[src/rtl/rlegd_pkg.sv]
// Shared types, constants and helpers of the run-length grey row decoder.
package rlegd_pkg;

    localparam int unsigned DIAMETER_DEF = 240;
    localparam logic [15:0] BG_RESET     = 16'hFFFF;
    localparam int unsigned MAX_RESULTS  = 3;

    typedef enum logic [1:0] {
        PH_COUNT = 2'd0,
        PH_SKIP  = 2'd1,
        PH_DATA  = 2'd2
    } phase_t;

    typedef struct packed {
        logic [7:0] code_byte;
        logic       new_frame;
    } in_t;

    typedef struct packed {
        logic        kind;
        logic [7:0]  x_start;
        logic [7:0]  row_index;
        logic [7:0]  run_length;
        logic [15:0] colour;
        logic        row_last;
    } out_t;

    typedef struct packed {
        phase_t     phase;
        logic [7:0] bytes_left;
        logic [7:0] left_skip;
        logic [7:0] pixels_done;
        logic [7:0] row_counter;
    } state_t;

    localparam logic KIND_WINDOW = 1'b0;
    localparam logic KIND_FILL   = 1'b1;

    // Grey level 32*level3 packed as RGB565.
    function automatic logic [15:0] grey565(input logic [2:0] level3);
        logic [7:0] c;
        begin
            c = {level3, 5'b00000};
            grey565 = ({8'h00, c & 8'hF8} << 8) | ({8'h00, c & 8'hFC} << 3)
                      | {8'h00, c >> 3};
        end
    endfunction

    // Saturating 8-bit add.
    function automatic logic [7:0] sat_add(input logic [7:0] a, input logic [7:0] b);
        logic [8:0] s;
        begin
            s = {1'b0, a} + {1'b0, b};
            sat_add = s[8] ? 8'hFF : s[7:0];
        end
    endfunction

endpackage

[src/rtl/rlegd_step.sv]
// Combinational decode of one code byte: next state and up to three results.
module rlegd_step #(
    parameter int unsigned DIAMETER = rlegd_pkg::DIAMETER_DEF
) (
    input  rlegd_pkg::state_t         cur,
    input  rlegd_pkg::in_t            item,
    input  logic [15:0]               background,
    output rlegd_pkg::state_t         nxt,
    output rlegd_pkg::out_t [2:0]     res,
    output logic [1:0]                res_count
);
    import rlegd_pkg::*;

    localparam logic [8:0] DIAM9 = 9'(DIAMETER);

    phase_t     ph;
    logic [7:0] row;
    logic [7:0] b;
    logic [7:0] skip_sel;
    logic [8:0] twice;
    logic [7:0] width;
    logic [7:0] pix1;
    logic [7:0] pix2;
    logic [7:0] pix_end;
    logic [7:0] rest;
    logic [7:0] bl_dec;
    logic [8:0] row_inc;
    logic [7:0] row_wrap;
    out_t       fill_close;

    always_comb
    begin
        b        = item.code_byte;
        ph       = item.new_frame ? PH_COUNT : cur.phase;
        row      = item.new_frame ? 8'd0 : cur.row_counter;
        skip_sel = (ph == PH_SKIP) ? b : cur.left_skip;
        twice    = {skip_sel, 1'b0};
        width    = (DIAM9 > twice) ? 8'(DIAM9 - twice) : 8'd0;
        pix1     = sat_add(cur.pixels_done, b[7] ? 8'd1 : b);
        pix2     = sat_add(pix1, 8'd1);
        pix_end  = (b[7] && b[3]) ? pix2 : pix1;
        if (ph == PH_SKIP)
        begin
            pix_end = 8'd0;
        end
        rest     = (width > pix_end) ? (width - pix_end) : 8'd0;
        bl_dec   = cur.bytes_left - 8'd1;
        row_inc  = {1'b0, row} + 9'd1;
        row_wrap = (row_inc >= DIAM9) ? 8'd0 : row_inc[7:0];

        fill_close = '{kind: KIND_FILL, x_start: 8'd0, row_index: row,
                       run_length: rest, colour: background, row_last: 1'b1};

        nxt             = cur;
        nxt.phase       = ph;
        nxt.row_counter = row;
        res             = '0;
        res_count       = 2'd0;

        unique case (ph)
            PH_COUNT:
            begin
                nxt.bytes_left  = b;
                nxt.pixels_done = 8'd0;
                nxt.phase       = PH_SKIP;
            end
            PH_SKIP:
            begin
                nxt.left_skip   = b;
                nxt.pixels_done = 8'd0;
                res[0] = '{kind: KIND_WINDOW, x_start: b, row_index: row,
                           run_length: width, colour: 16'd0, row_last: 1'b0};
                if (cur.bytes_left == 8'd0)
                begin
                    // Empty row: the window is closed at once.
                    res[1]          = fill_close;
                    res_count       = 2'd2;
                    nxt.row_counter = row_wrap;
                    nxt.phase       = PH_COUNT;
                    nxt.bytes_left  = 8'd0;
                end
                else
                begin
                    res_count = 2'd1;
                    nxt.phase = PH_DATA;
                end
            end
            PH_DATA:
            begin
                if (b[7])
                begin
                    res[0] = '{kind: KIND_FILL, x_start: 8'd0, row_index: row,
                               run_length: 8'd1, colour: grey565(b[6:4]),
                               row_last: 1'b0};
                    if (b[3])
                    begin
                        res[1] = '{kind: KIND_FILL, x_start: 8'd0, row_index: row,
                                   run_length: 8'd1, colour: grey565(b[2:0]),
                                   row_last: 1'b0};
                        res_count = 2'd2;
                    end
                    else
                    begin
                        res_count = 2'd1;
                    end
                end
                else
                begin
                    res[0] = '{kind: KIND_FILL, x_start: 8'd0, row_index: row,
                               run_length: b, colour: background, row_last: 1'b0};
                    res_count = 2'd1;
                end
                nxt.pixels_done = pix_end;
                nxt.bytes_left  = bl_dec;
                if (bl_dec == 8'd0)
                begin
                    // Last data byte: append the fill that finishes the row.
                    res[res_count]  = fill_close;
                    res_count       = res_count + 2'd1;
                    nxt.row_counter = row_wrap;
                    nxt.phase       = PH_COUNT;
                    nxt.pixels_done = 8'd0;
                end
            end
            default:
            begin
                nxt = cur;
            end
        endcase
    end

endmodule

[src/rtl/rle_grey_row_decoder_top.sv]
// Top level of the run-length grey row decoder for a round display.
//
// The block takes one coded byte per input transaction (in_valid/in_stall,
// payload in_item) and delivers results one per output transaction
// (out_valid/out_stall, payload out_item). Each row is a count byte, a skip
// byte that opens the row window, and count data bytes that produce grey
// pixels or background runs; the row is closed by a background fill.
// A byte is first held in an input register; once the result group is
// empty or giving up its last result, the decode logic turns it into zero
// to three results, which land together in a three-entry result group that
// drains one result per cycle while out_stall is low. A byte's results are
// registered in the result group before they are offered. A steady stream
// of bytes that make at most one result each runs at one byte per cycle
// while out_stall is low; a byte that makes more results holds the stream
// until the single output port drains the last result of the group.
// When the receiver raises out_stall the group holds and, with a byte waiting
// in the input register, in_stall rises in that same cycle; nothing is lost.
// Reset clears all decoder state, empties both stages and sets the
// background colour to white. The colour register is written through the
// cfg channel, which is always ready, and must only change while idle.
module rle_grey_row_decoder_top #(
    parameter int unsigned DIAMETER = rlegd_pkg::DIAMETER_DEF
) (
    input  logic            clk,
    input  logic            rst_n,
    input  logic            in_valid,
    output logic            in_stall,
    input  rlegd_pkg::in_t  in_item,
    output logic            out_valid,
    input  logic            out_stall,
    output rlegd_pkg::out_t out_item,
    input  logic            cfg_valid,
    output logic            cfg_ready,
    input  logic [15:0]     cfg_data
);
    import rlegd_pkg::*;

    // Input register stage.
    logic       item_valid_reg;
    logic       item_valid_next;
    in_t        item_reg;

    // Decoder state and the background colour register.
    state_t      state_reg;
    state_t      state_next;
    logic [15:0] bg_reg;

    // Result group: up to three results from one byte, drained in order.
    out_t [2:0] grp_reg;
    out_t [2:0] grp_next;
    logic [1:0] grp_cnt_reg;
    logic [1:0] grp_cnt_next;

    out_t [2:0] step_res;
    logic [1:0] step_cnt;
    logic       out_take;
    logic       advance;
    logic       in_take;

    rlegd_step #(
        .DIAMETER(DIAMETER)
    ) u_step (
        .cur        (state_reg),
        .item       (item_reg),
        .background (bg_reg),
        .nxt        (state_next),
        .res        (step_res),
        .res_count  (step_cnt)
    );

    assign cfg_ready = 1'b1;
    assign out_valid = (grp_cnt_reg != 2'd0);
    assign out_item  = grp_reg[0];
    assign out_take  = out_valid && !out_stall;

    // The held byte is decoded once the group is empty or is giving up its
    // last result in this cycle.
    assign advance  = item_valid_reg &&
                      ((grp_cnt_reg == 2'd0) || ((grp_cnt_reg == 2'd1) && out_take));
    assign in_stall = item_valid_reg && !advance;
    assign in_take  = in_valid && !in_stall;

    always_comb
    begin
        item_valid_next = item_valid_reg;
        if (in_take)
        begin
            item_valid_next = 1'b1;
        end
        else if (advance)
        begin
            item_valid_next = 1'b0;
        end

        grp_next     = grp_reg;
        grp_cnt_next = grp_cnt_reg;
        if (advance)
        begin
            grp_next     = step_res;
            grp_cnt_next = step_cnt;
        end
        else if (out_take)
        begin
            grp_next[0]  = grp_reg[1];
            grp_next[1]  = grp_reg[2];
            grp_cnt_next = grp_cnt_reg - 2'd1;
        end
    end

    always_ff @(posedge clk or negedge rst_n)
    begin
        if (!rst_n)
        begin
            item_valid_reg        <= 1'b0;
            grp_cnt_reg           <= 2'd0;
            bg_reg                <= BG_RESET;
            state_reg.phase       <= PH_COUNT;
            state_reg.bytes_left  <= 8'd0;
            state_reg.left_skip   <= 8'd0;
            state_reg.pixels_done <= 8'd0;
            state_reg.row_counter <= 8'd0;
        end
        else
        begin
            item_valid_reg <= item_valid_next;
            grp_cnt_reg    <= grp_cnt_next;
            if (cfg_valid && cfg_ready)
            begin
                bg_reg <= cfg_data;
            end
            if (advance)
            begin
                state_reg <= state_next;
            end
        end
    end

    always_ff @(posedge clk)
    begin
        if (in_take)
        begin
            item_reg <= in_item;
        end
        grp_reg <= grp_next;
    end

endmodule
[config.mk]
export PLATFORM = sky130hd
export DESIGN_NAME = rle_grey_row_decoder_top
export DESIGN_NICKNAME = d
export VERILOG_FILES = /design/src/rtl/rlegd_pkg.sv /design/src/rtl/rlegd_step.sv /design/src/rtl/rle_grey_row_decoder_top.sv
export SDC_FILE = /design/constraint.sdc
export NUM_CORES = 1
export LEC_CHECK = 0
export ABC_AREA = 0
export BUFFER_PORTS_ARGS = -buffer_cell sky130_fd_sc_hd__clkbuf_2
export CAP_MARGIN = 20
export CORE_MARGIN = 1
export CORE_UTILIZATION = 60
export CTS_CLUSTER_DIAMETER = 50
export DETAILED_ROUTE_END_ITERATION = 7
export HOLD_SLACK_MARGIN = 0.1
export PLACE_DENSITY = 0.8
export SYNTH_ARGS = -nofsm -noshare
export SYNTH_HDL_FRONTEND = slang
export SYNTH_SLANG_ARGS = --single-unit
[constraint.sdc]
create_clock -name clk -period 8.2 [get_ports clk]
set_input_delay 0.82 -clock clk [delete_from_list [all_inputs] [get_ports clk]]
set_output_delay 0.82 -clock clk [all_outputs]
set_load 0.05 [all_outputs]
# Word level (Yosys, flattened, before mapping)
# Index checks and enable logic that the tools add are counted.
[totals]
regBits = 188
latch_bits = 0
mem_bits_rw = 0
rom_bits = 0
input_bits = 30
out_inout_bits = 45
wordCells = 116
mem_count = 0
[op_classes]
add_sub_neg = 8
multipliers = 0
n_div = 0
n_lt_le_gt_ge = 5
n_eq_ne = 4
shifts = 0
n_mux = 42
n_bitwise = 4
reduce_logical = 25
[op_table]
columns = ["op", "n"]
rows = [
  ["42-bit 2-to-1 mux", 6],
  ["84-bit 2-to-1 mux", 3],
  ["84-bit case mux with 2 select lines", 1],
  ["126-bit bitwise mux", 1],
  ["8-bit 2-to-1 mux", 11],
  ["42-bit demux with 2-bit select", 1],
  ["16-bit by 11-bit OR with 16-bit output", 2],
  ["16-bit by 5-bit OR with 16-bit output", 2],
  ["10-bit case mux with 3 select lines", 1],
  ["24-bit 2-to-1 mux", 1],
  ["8-bit case mux with 3 select lines", 1],
  ["2-bit 2-to-1 mux", 10],
  ["8-bit by 1-bit adder with 9-bit output (second input constant)", 2],
  ["8-bit zero test", 2],
  ["16-bit 2-to-1 mux", 1],
  ["8-bit case mux with 2 select lines", 1],
  ["8-bit by 8-bit adder with 9-bit output", 1],
  ["9-bit by 8-bit >= comparator with 1-bit output (second input constant)", 1],
  ["8-bit by 9-bit greater-than comparator with 1-bit output (first input constant)", 1],
  ["8-bit greater-than comparator", 1],
  ["2-bit nonzero test", 4],
  ["8-bit by 1-bit subtractor with 8-bit output (second input constant)", 1],
  ["8-bit subtractor", 1],
  ["8-bit subtractor (first input constant)", 1],
  ["18 further kinds", 31],
]

# Depth between registers and ports, before layout
# Gate-level depths: netlist of the first run.
[logic_depth]
ltp_word = 13
ltp_mapped = 27
ltp_nobuf = 24

# By module
# From an unflattened synthesis of the first run, not the netlist that was laid out.
[hier_totals]
cells_unflattened = 934
hier_area_um2 = 11258.3
[modules_own_cells]
columns = ["mod", "n_inst", "cells_per_inst", "area_each_um2", "seq_area_each_um2"]
rows = [
  ["rle_grey_row_decoder_top", 1, 399, 7945.1, 5400.2],
  ["rlegd_step", 1, 535, 3313.2, 0.0],
]

# Worst setup path after synthesis of the first run
# No wires, ideal clock.
[synth_timing]
kind = "register to register"
from = "register item_reg[8] (netlist name)"
to = "register grp_reg[59] (netlist name) (data pin)"
setup_time_ps = 268
arrival_time_ps = 5055
required_time_ps = 7932
slack_ps = 2877
stages_incl_launch_ff = 26
n_path_buf = 3
period_less_slack_ps = 5323
cell_sequence = "edfxtp_1 -> clkbuf_1 -> buf_1 -> clkbuf_1 -> nor2_1 -> inv_1 -> ha_1 -> inv_1 -> fa_1 -> nand2b_2 -> a211o_1 -> a21oi_1 -> nor2_1 -> nand2_1 -> ha_1 -> o2111ai_1 -> a221o_1 -> ha_1 -> nor2b_1 -> o21a_1 -> o21ai_0 -> a21oi_1 -> o21a_1 -> o22a_1 -> a31oi_1 -> o31ai_1"
[synth_lines]
columns = ["item", "line", "text"]
rows = [
  ["from (decl)", "rle_grey_row_decoder_top.sv:41", "in_t item_reg;"],
  ["from (signal assigned)", "rle_grey_row_decoder_top.sv:142", "item_reg <= in_item;"],
  ["to (signal assigned)", "rle_grey_row_decoder_top.sv:144", "grp_reg <= grp_next;"],
  ["to (decl)", "rle_grey_row_decoder_top.sv:49", "out_t [2:0] grp_reg;"],
]

# Worst setup path in the final report of the first run
[layout_timing]
from = "register item_reg[8] (netlist name)"
to = "register grp_reg[106] (netlist name) (data pin)"
[layout_between]
elab_chain_len = 10
elab_cells_between_ends = 22
classes_between = "add/sub (3); order compare (4); mux (13); reduce/logical (2)"
[layout_rtl]
columns = ["item", "line", "text"]
rows = [
  ["7-bit 2-to-1 mux", "rlegd_step.sv:39", "pix1 = sat_add(cur.pixels_done, b[7] ? 8'd1 : b);"],
  ["8-bit by 8-bit adder with 9-bit output", "rlegd_pkg.sv:53", "s = {1'b0, a} + {1'b0, b};"],
  ["8-bit 2-to-1 mux", "rlegd_pkg.sv:54", "sat_add = s[8] ? 8'hFF : s[7:0];"],
  ["8-bit by 1-bit adder with 9-bit output", "rlegd_pkg.sv:53", ""],
  ["8-bit 2-to-1 mux", "rlegd_pkg.sv:54", ""],
  ["8-bit 2-to-1 mux", "rlegd_step.sv:41", "pix_end = (b[7] && b[3]) ? pix2 : pix1;"],
  ["8-bit 2-to-1 mux", "rlegd_step.sv:42", "if (ph == PH_SKIP)"],
  ["8-bit subtractor / 8-bit greater-than comparator (equally long branches)", "rlegd_step.sv:46", "rest = (width > pix_end) ? (width - pix_end) : 8'd0;"],
  ["8-bit 2-to-1 mux", "rlegd_step.sv:46", ""],
  ["126-bit bitwise mux *", "rlegd_step.sv:118", "res[res_count] = fill_close;"],
]
# Every way passes the cells marked *; elsewhere a longest branch is shown, timed or not. The select of a mux whose other input is x is not followed.
# A chain may end at the register's enable or synchronous reset.

==> impl_metrics.json, run 1 <==
{
  "grt_overflow": 0,
  "clkSinkCount": 171,
  "final_hold_viol_count": 0,
  "worst_pin_slew_ps": 1103,
  "pwr-share-comb": 0.472,
  "cp-end-kind": "flop",
  "setup_viol": 0,
  "rsz0062_at_grt": "false",
  "die_area_sq_um": 15990,
  "fillers": 1114,
  "via_per_inst": 6.341,
  "p_sw_mw": 1.939,
  "drv_cap": 0,
  "path_buf_inv": 3,
  "r2r_end": "grp_reg[106]",
  "yosys.cell_count.top_type": "edfxtp_1",
  "regToRegStartpoint": "item_reg[8]",
  "htreeDepth": 4,
  "postCtsSetupRepairBufs": 0,
  "clkSlewWorstSetupHoldPaths_ps": 70,
  "hold_buffers": 0,
  "start_kind": "flop",
  "cts_buffer_depth": 2,
  "syn_inst": 854,
  "initial_utilization": 0.6136,
  "regToRegSetupSlack_ps": 2950,
  "path_class": "flop to flop",
  "synth_nets": 913,
  "setup_tns_ps": 0,
  "slew-limit-headroom": 0.2576,
  "drc_errors": 0,
  "yosys_warnings": 0,
  "netlist_area_sq_um": 9294,
  "swShare": 0.4394,
  "seq_area_frac_synth": 0.5261,
  "cp_data_arrival_time_ps": 5430,
  "p_leak_nw": 4.108,
  "place_congestion": 0.8928,
  "cp_common_cell": "ha_1",
  "synth-main-ff-cell": "edfxtp_1",
  "die_x_microns": 126.5,
  "internal-power_mw": 2.474,
  "grt_max_degree": 95,
  "synth_common_cells": "edfxtp_1 (118), nand2_1 (81), nor2_1 (61), o21ai_0 (53), buf_4 (44)",
  "cts_tree": "built",
  "seq_area_sq_um": 4890,
  "synth_top_area_share": 0.3813,
  "wl_per_cell_microns": 19.41,
  "drt_wl_total_microns": 20750,
  "clk_latency_ps": 440,
  "slew_viol_final": 0,
  "nNetsFinal": 927,
  "max_clock_freq_mhz": 190.5,
  "synth-edff-count": 118,
  "fin_skew_ps": 11.43,
  "pin_count": 75,
  "vias": 6779,
  "ir_drop_mv": 0.3817,
  "grt_pass1_vias": 6427,
  "critical_path.top_delay_family": "compound AO/OA/AOI/OAI gates",
  "largest_register_ffs": 67,
  "yosys.area.top_type": "edfxtp_1",
  "fin_crit_sh": 0.6401,
  "multi_input_area_sq_um": 3787,
  "cp-startpoint": "item_reg[8]",
  "crit_required_ps": 8380,
  "yosysUniqueCellTypes": 75,
  "fp-row-count": 45,
  "dpl.cell_count": 1037,
  "crit_chain": "buf_4 -> nor2_1 -> inv_1 -> ha_1 -> inv_1 -> fa_1 -> nand2b_2 -> a211o_1 -> a21oi_1 -> nor2_1 -> nand2_1 -> ha_1 -> o2111ai_1 -> a221o_1 -> ha_1 -> nor2b_1 -> o21a_1 -> o21ai_0 -> a21oi_1 -> o21a_1 -> o22a_1 -> nand2_1 -> nor3_1",
  "ctsResizeCount": 0,
  "dieHeight_microns": 126.5,
  "cp_max_fo": 24,
  "port_buffers": 73,
  "core_sq_um": 15150,
  "antenna_found_initial": 0,
  "avgSynthCellArea_sq_um": 10.88,
  "reg2reg_depth": 23,
  "synth_area_leaders": "edfxtp_1 (38%), dfrtp_1 (10%), dfstp_2 (4.5%)",
  "dp_hpwl_microns": 14080,
  "grt_pass1_wl_microns": 33780,
  "pwr_density_cell_nw_per_um2": 439.2,
  "clockPowerShare": 0.174,
  "cpPeakStageDelay_ps": 390,
  "first_iter_violations": 709,
  "final_cells": 1069,
  "cts_made_buffers": 17,
  "grt_use_total": 0.2760,
  "ys_seq_elements": 171,
  "drt-pass1-iter-count": 5,
  "crit_end": "grp_reg[106]",
  "ant_nets": 0,
  "fin_util": 0.6634,
  "status": "finished, final reports clean",
  "hold_path_class": "flop to flop",
  "cp_slowest_cell": "fa_1",
  "worstSetupPathDepth": 23,
  "antenna_cells": 0,
  "drive_gt1_frac": 0.1918,
  "async_flop_share": 0.3099,
  "area_growth_pct": 8.104,
  "power.share.sequential": 0.353,
  "layout_min_cycle_time_ps": 5249,
  "cts_root_buf": "clkbuf_16"
}
cells in the final DEF (no fill, tap or decap), types with 12 or more instances in the layout:
master	synthesis	final
clkbuf_16	0	18
nand3_1	12	12
mux2_2	23	23
ha_1	27	27
nor3_1	18	18
a221o_1	13	13
a21o_1	12	12
edfxtp_1	118	118
o31ai_1	13	13
and2_1	25	25
inv_1	36	36
dfstp_2	16	16
and3_1	12	12
o21ai_0	53	53
nor2_1	61	61
nand2_1	81	81
a22o_1	25	25
nor2b_1	15	15
clkbuf_2	0	73
mux2i_1	14	14
a21oi_1	29	29
dfrtp_1	37	37
worst min-delay path: stages, from the launching register on:
cell and delay, ps:
dfrtp_1 340, nand2_1 50, nand2_1 50
how the worst min path moves through the flow:
stage	from	endpoint	slack [ps]	cells past startpoint
final	state_reg[32]	state_reg[32]	480	2
after global placement	state_reg[16]	state_reg[16]	460	2
after floorplan	state_reg[32]	state_reg[32]	450	2
after detailed placement	state_reg[32]	state_reg[32]	470	2
after CTS	state_reg[32]	state_reg[32]	480	2
after global routing	state_reg[32]	state_reg[32]	510	2
power by group through the flow:
stage / combinational (mW) / clock (mW) / sequential (mW)
global placement: 2.03 / 0 / 1.56
detailed placement: 2.06 / 0 / 1.57
global route: 2.26 / 0.810 / 1.59
finish: 2.08 / 0.769 / 1.56
floorplan: 1.75 / 0 / 1.52
CTS: 2.07 / 0.775 / 1.56
stage by stage:
| stage | instance area [sq um] | setup slack [ps] | hold WS [ps] | power (mW) |
|---|---|---|---|---|
| after floorplan | 9294 | 2877 | 446.9 | 3.273 |
| final | 10050 | 2951 | 481.2 | 4.413 |
| after detailed placement | 9480 | 3018 | 465.6 | 3.634 |
| after CTS | 10050 | 2978 | 481.3 | 4.404 |
| after global placement | 9480 | 3214 | 460.4 | 3.591 |
| after global routing | 10050 | 2691 | 506.9 | 4.666 |
layout make-up:
| type | instances | area share |
|---|---|---|
| clock buffers | 21 | 0.04795 |
| clock inverters | 11 | 0.008468 |
| inverters | 36 | 0.01345 |
| multi-input cells | 560 | 0.3770 |
| flip-flops and latches | 171 | 0.4867 |
| well taps | 188 | 0.02341 |
| repair buffers | 82 | 0.04309 |
layer usage:
metal,vias to the layer above,wire (microns),GRT usage
met5,-,0,0
met2,271,9942,0.4410
met3,47,1237,0.04850
li1,3137,-,-
met4,0,551,0.1198
met1,3324,9020,0.3735
kinds of logic (layout without fill, tap and decap cells):
logic type,Yosys count,after routing,share of synthesized area
AOI/OAI and AO/OA,218,218,0.1698
xor gates and xnor gates,14,14,0.01319
adders and majority gates,29,29,0.04066
buffers and inverters,123,150,0.06839
DFF,171,171,0.5261
muxes,37,37,0.04295
other,1,1,0.0004035
and+or+nand+nor,261,261,0.1385
No activity file was read; power rests on OpenSTA's default activity.
==> run 2, diff against run 1 <==
CORE_UTILIZATION = 55   (was 60)
PLACE_DENSITY = 0.77   (was 0.8)
clock period = 4.8 ns   (was 8.2 ns; I/O delays follow)
==> run 2 against run 1 <==
Net effect:
- highest routed layer unchanged
- sequential share of layout area is 1.7 points lower
- non-clock buffer count is 28 higher
- combinational power is 87% higher
- critical path depth is 1 lower
- clock-buffer cell count is 3 lower
- worst hold slack worse by 270 ps
- sequential power is 68% higher
- routed wire length is 6.1% higher
- clock power is 69% higher
- worst setup slack worse by 2800 ps
- clock skew is 0.87 ps higher
- first-iteration DRC count is 1.6% lower
==> impl_metrics.json, run 2 (same netlist as run 1, synthesis figures left out) <==
{
  "initial_utilization": 0.5624,
  "slew_viol_final": 0,
  "drt-pass1-iter-count": 8,
  "dieHeight_microns": 132.0,
  "final_cell_mix": "edfxtp_1 (118), nand2_1 (78), clkbuf_2 (73), nor2_1 (60), o21ai_0 (50)",
  "clkSlewWorstSetupHoldPaths_ps": 70,
  "regToRegStartpoint": "item_reg[8]",
  "grt_pass1_vias": 6553,
  "pwr_density_cell_nw_per_um2": 749.0,
  "die_x_microns": 132.0,
  "cp_slowest_cell": "or3b_4",
  "reg2reg_depth": 22,
  "cts_made_buffers": 17,
  "cp_data_arrival_time_ps": 4780,
  "hold_buffers": 0,
  "fin_crit_sh": 0.9586,
  "dp_slack_ps": -29.44,
  "cp_max_fo": 5,
  "grt_overflow": 0,
  "clkSinkCount": 171,
  "vias": 6891,
  "path_class": "flop to flop",
  "antenna_cells": 0,
  "dpl.cell_count": 1092,
  "core_sq_um": 16520,
  "max_clock_freq_mhz": 217.3,
  "cts_root_buf": "clkbuf_16",
  "pin_count": 75,
  "nNetsFinal": 955,
  "drv_cap": 0,
  "antenna_found_initial": 0,
  "cpPeakStageDelay_ps": 440,
  "ant_nets": 0,
  "grt_pass1_wl_microns": 34870,
  "final_cells": 1129,
  "drive_gt1_frac": 0.2420,
  "slew-limit-headroom": 0.3963,
  "dp_hpwl_microns": 14980,
  "grt_max_degree": 66,
  "ir_drop_mv": 0.6388,
  "timing.final.ws_setup_ps": 198.5,
  "critical_path.top_delay_family": "compound AO/OA/AOI/OAI gates",
  "layout_commonest_cell": "edfxtp_1",
  "rsz0062_at_grt": "true",
  "place_congestion": 0.9089,
  "layout_min_cycle_time_ps": 4601,
  "fin_skew_ps": 12.30,
  "grt_use_total": 0.2604,
  "path_buf_inv": 2,
  "r2r_end": "grp_reg[66]",
  "fp-row-count": 47,
  "cts_buffer_depth": 2,
  "drc_errors": 0,
  "clk_latency_ps": 440,
  "cts_tree": "built",
  "area_growth_pct": 12.02,
  "status": "finished, final reports clean",
  "final_hold_viol_count": 0,
  "cp-end-kind": "flop",
  "htreeDepth": 4,
  "worst_pin_slew_ps": 899.5,
  "fillers": 1306,
  "regToRegSetupSlack_ps": 200,
  "hold_path_class": "primary input to asynchronous set/reset pin",
  "whs_ps": 210.8,
  "p_leak_nw": 4.260,
  "crit_required_ps": 4980,
  "via_per_inst": 6.104,
  "power_mw": 7.798,
  "wl_per_cell_microns": 19.50,
  "drt_wl_total_microns": 22010,
  "crit_chain": "nor2_1 -> inv_1 -> ha_2 -> inv_1 -> fa_1 -> nand2b_4 -> a211o_1 -> a21oi_2 -> nor2_2 -> nand2_2 -> ha_4 -> nand2_1 -> or3b_4 -> o211ai_1 -> ha_1 -> a21o_1 -> a21o_1 -> a21oi_2 -> o21ai_0 -> o21ai_2 -> xor2_1 -> o21ai_0",
  "die_area_sq_um": 17420,
  "largest_register_ffs": 67,
  "start_kind": "flop",
  "setup_viol": 0,
  "first_iter_violations": 698,
  "port_buffers": 73
}
## run 2: cell types whose count changed in the layout (fill, tap and decap cells not counted), moves of 3 or more
| cell | change |
|---|---|
| a21oi_2 | +3 |
| ha_2 | +3 |
| nor2b_1 | -3 |
| ha_1 | -4 |
| o21ai_0 | -3 |
| a21oi_1 | -3 |
| buf_4 | +27 |
| nor2b_2 | +3 |
| nand2_1 | -3 |
## run 2: power by group
| group | switching, mW | internal [mW] |
|---|---|---|
| Combinational | 2.61 | 1.27 |
| Sequential | 0.241 | 2.38 |
| Clock | 0.581 | 0.714 |
| Total | 3.43 | 4.37 |
## run 2: repair_timing
item                       4_1_cts  5_1_grt
pin swaps                        1        9
gates resized for setup          1       31
setup endpoints to repair        5       16
buffers inserted                 0        4
## run 2: worst max path at each step
stage	startpoint	end	slack (ps)	depth (start not counted)
after global placement	item_reg[8]	grp_reg[66]	160	22
final	item_reg[8]	grp_reg[66]	200	22
after global routing	item_reg[8]	grp_reg[66]	-90	22
after CTS	item_reg[8]	grp_reg[104]	-10	22
after detailed placement	item_reg[8]	grp_reg[66]	-30	22
after floorplan	item_reg[8]	grp_reg[59]	9	25
## run 2: layer usage
metal | vias to the layer above | share of wire | global-route usage
li1 | 3182 | - | -
met4 | 0 | 0.029 | 0.1221
met5 | - | 0 | 0
met3 | 50 | 0.066 | 0.04960
met2 | 303 | 0.49 | 0.4124
met1 | 3356 | 0.42 | 0.3476
## run 2: through the flow
step	area, sq um	setup TNS [ps]	utilization
2_1_floorplan	9310	0	-
3_3_place_gp	9697	0	0.5868
3_5_place_dp	9697	-41.57	0.5868
4_1_cts	10250	-33.47	0.6201
5_1_grt	10410	-231.1	0.6300
6_report	10410	0	0.6300
## run 2: cell type report
cell class	count	area [sq um]	area share
flip-flops and latches	171	4890	0.4697
multi-input cells	560	3905	0.3751
clock buffers	18	429.2	0.04122
inverters	36	135.1	0.01298
clock inverters	14	121.4	0.01166
well taps	220	275.3	0.02644
repair buffers	110	655.6	0.06297
==> run 3, diff against run 2 <==
PLACE_DENSITY = 0.87   (was 0.77)
==> run 3 against run 2 <==
Net effect:
- via count up 2.7%
- routed wire length up 1.8%
- clock skew down 1.2 ps
- design area about the same
- non-clock buffer count down 2
- global-route usage up 0.24 points
- combinational power down 1%
- sequential cell count unchanged
- die area unchanged
- largest power group unchanged
==> impl_metrics.json, run 3 (same netlist as run 1, synthesis figures left out) <==
{
  "clkSlewWorstSetupHoldPaths_ps": 70,
  "path_class": "flop to flop",
  "hold_buffers": 0,
  "layout_min_cycle_time_ps": 4635,
  "seq_area_sq_um": 4890,
  "die_x_microns": 132.0,
  "cts_made_buffers": 17,
  "max_clock_freq_mhz": 215.8,
  "regToRegSetupSlack_ps": 170,
  "dpl.cell_count": 1090,
  "start_kind": "flop",
  "drc_errors": 0,
  "grt_pass1_wl_microns": 35250,
  "timing.final.ws_setup_ps": 165.3,
  "ir_drop_mv": 0.5584,
  "grt_max_degree": 91,
  "grt_pass1_vias": 6632,
  "ant_nets": 0,
  "nNetsFinal": 953,
  "cp_max_fo": 5,
  "clk_latency_ps": 440,
  "largest_register_ffs": 67,
  "slew_viol_final": 0,
  "hold_path_class": "primary input to asynchronous set/reset pin",
  "fin_skew_ps": 11.14,
  "grt_overflow": 0,
  "whs_ps": 192.5,
  "wl_per_cell_microns": 19.89,
  "pin_count": 75,
  "drt-pass1-iter-count": 8,
  "p_leak_nw": 4.227,
  "fin_crit_sh": 0.9656,
  "power_mw": 7.782,
  "crit_required_ps": 4980,
  "cts_tree": "built",
  "cp_data_arrival_time_ps": 4820,
  "clkSinkCount": 171,
  "dp_slack_ps": 14.18,
  "setup_viol": 0,
  "drt_wl_total_microns": 22420,
  "final_cells": 1127,
  "core_sq_um": 16520,
  "antenna_cells": 0,
  "first_iter_violations": 746,
  "multi_input_area_sq_um": 3909,
  "cp-end-kind": "flop",
  "status": "finished, final reports clean",
  "initial_utilization": 0.5624,
  "drive_gt1_frac": 0.2404,
  "fp-row-count": 47,
  "area_growth_pct": 12.04,
  "place_congestion": 0.9285,
  "layout_commonest_cell": "edfxtp_1",
  "worst_pin_slew_ps": 1126,
  "pwr_density_cell_nw_per_um2": 747.4,
  "cts_buffer_depth": 2,
  "final_hold_viol_count": 0,
  "drv_cap": 0,
  "fillers": 1193,
  "port_buffers": 73,
  "htreeDepth": 4,
  "die_area_sq_um": 17420,
  "grt_use_total": 0.2628,
  "dp_hpwl_microns": 15060,
  "vias": 7079,
  "cts_root_buf": "clkbuf_16",
  "slew-limit-headroom": 0.2427,
  "antenna_found_initial": 0,
  "dieHeight_microns": 132.0,
  "final_cell_mix": "edfxtp_1 (118), nand2_1 (78), clkbuf_2 (73), nor2_1 (60), o21ai_0 (50)",
  "fin_util": 0.6301,
  "via_per_inst": 6.281
}
## run 3: cell count changes in the layout (fill, tap and decap cells not counted), moves of 2 or more
cell	before	now
nor2b_2	3	0
nor2b_1	12	15
buf_4	36	34
clkinv_1	3	1
ha_1	23	20
ha_4	1	4
## run 3: final cells by class
class | count | area share
Sequential cell | 171 | 0.4696
Clock inverter | 15 | 0.01322
Timing Repair Buffer | 108 | 0.06152
Multi-Input combinational cell | 560 | 0.3754
Tap cell | 220 | 0.02644
Clock buffer | 17 | 0.04086
Inverter | 36 | 0.01298
## run 3: metrics by stage
| step | area (sq um) | setup TNS (ps) |
|---|---|---|
| global placement | 9689 | 0 |
| CTS | 10250 | 0 |
| finish | 10410 | 0 |
| detailed placement | 9689 | 0 |
| global route | 10410 | -634.8 |
| floorplan | 9310 | 0 |
## run 3: path summary, 6_finish.rpt
check | from | to | depth (start not counted)
min reg2reg | state_reg[17] | state_reg[17] | 2
max reg2reg | item_reg[8] | grp_reg[66] | 22
min | rst_n | grp_cnt_reg[1] | 2
max in group asynchronous | rst_n | state_reg[2] | 2
min in group clk | in_item[1] | item_reg[1] | 1
max | item_reg[8] | grp_reg[66] | 22
## run 3: timing repair
item | 4_1_cts | 5_1_grt
gates resized for setup | 1 | 29
setup buffers | 0 | 5
endpoints found under the setup margin | 1 | 16
pin swaps | 0 | 13
## run 3: worst max-delay path, stage by stage, from the launching register on
cell and delay, ps:
edfxtp_1 370, nor2_1 70, inv_1 70, ha_2 190, inv_1 50, fa_1 400, nand2b_4 180, a211o_1 340
a21oi_2 230, nor2_2 90, nand2_2 110, ha_4 160, nand2_1 110, or3b_4 440, o211ai_1 220, ha_1 320
a21o_1 190, a21o_1 180, a21oi_2 140, nand2_1 60, o21ai_1 150, xor2_1 200, o21ai_0 110
## run 3: report_power, final
group	internal (mW)	switching (mW)
sequential	2.38	0.242
combinational	1.24	2.60
clock	0.721	0.597
total	4.34	3.44
## run 3: per-layer routing
layer  vias up  GRT usage  routed length [microns]
met5         -          0                        0
met4         0     0.1260                      889
met3        82    0.05267                     1728
met2       381     0.4203                    10830
met1      3424     0.3446                     8970
li1       3192          -                        -
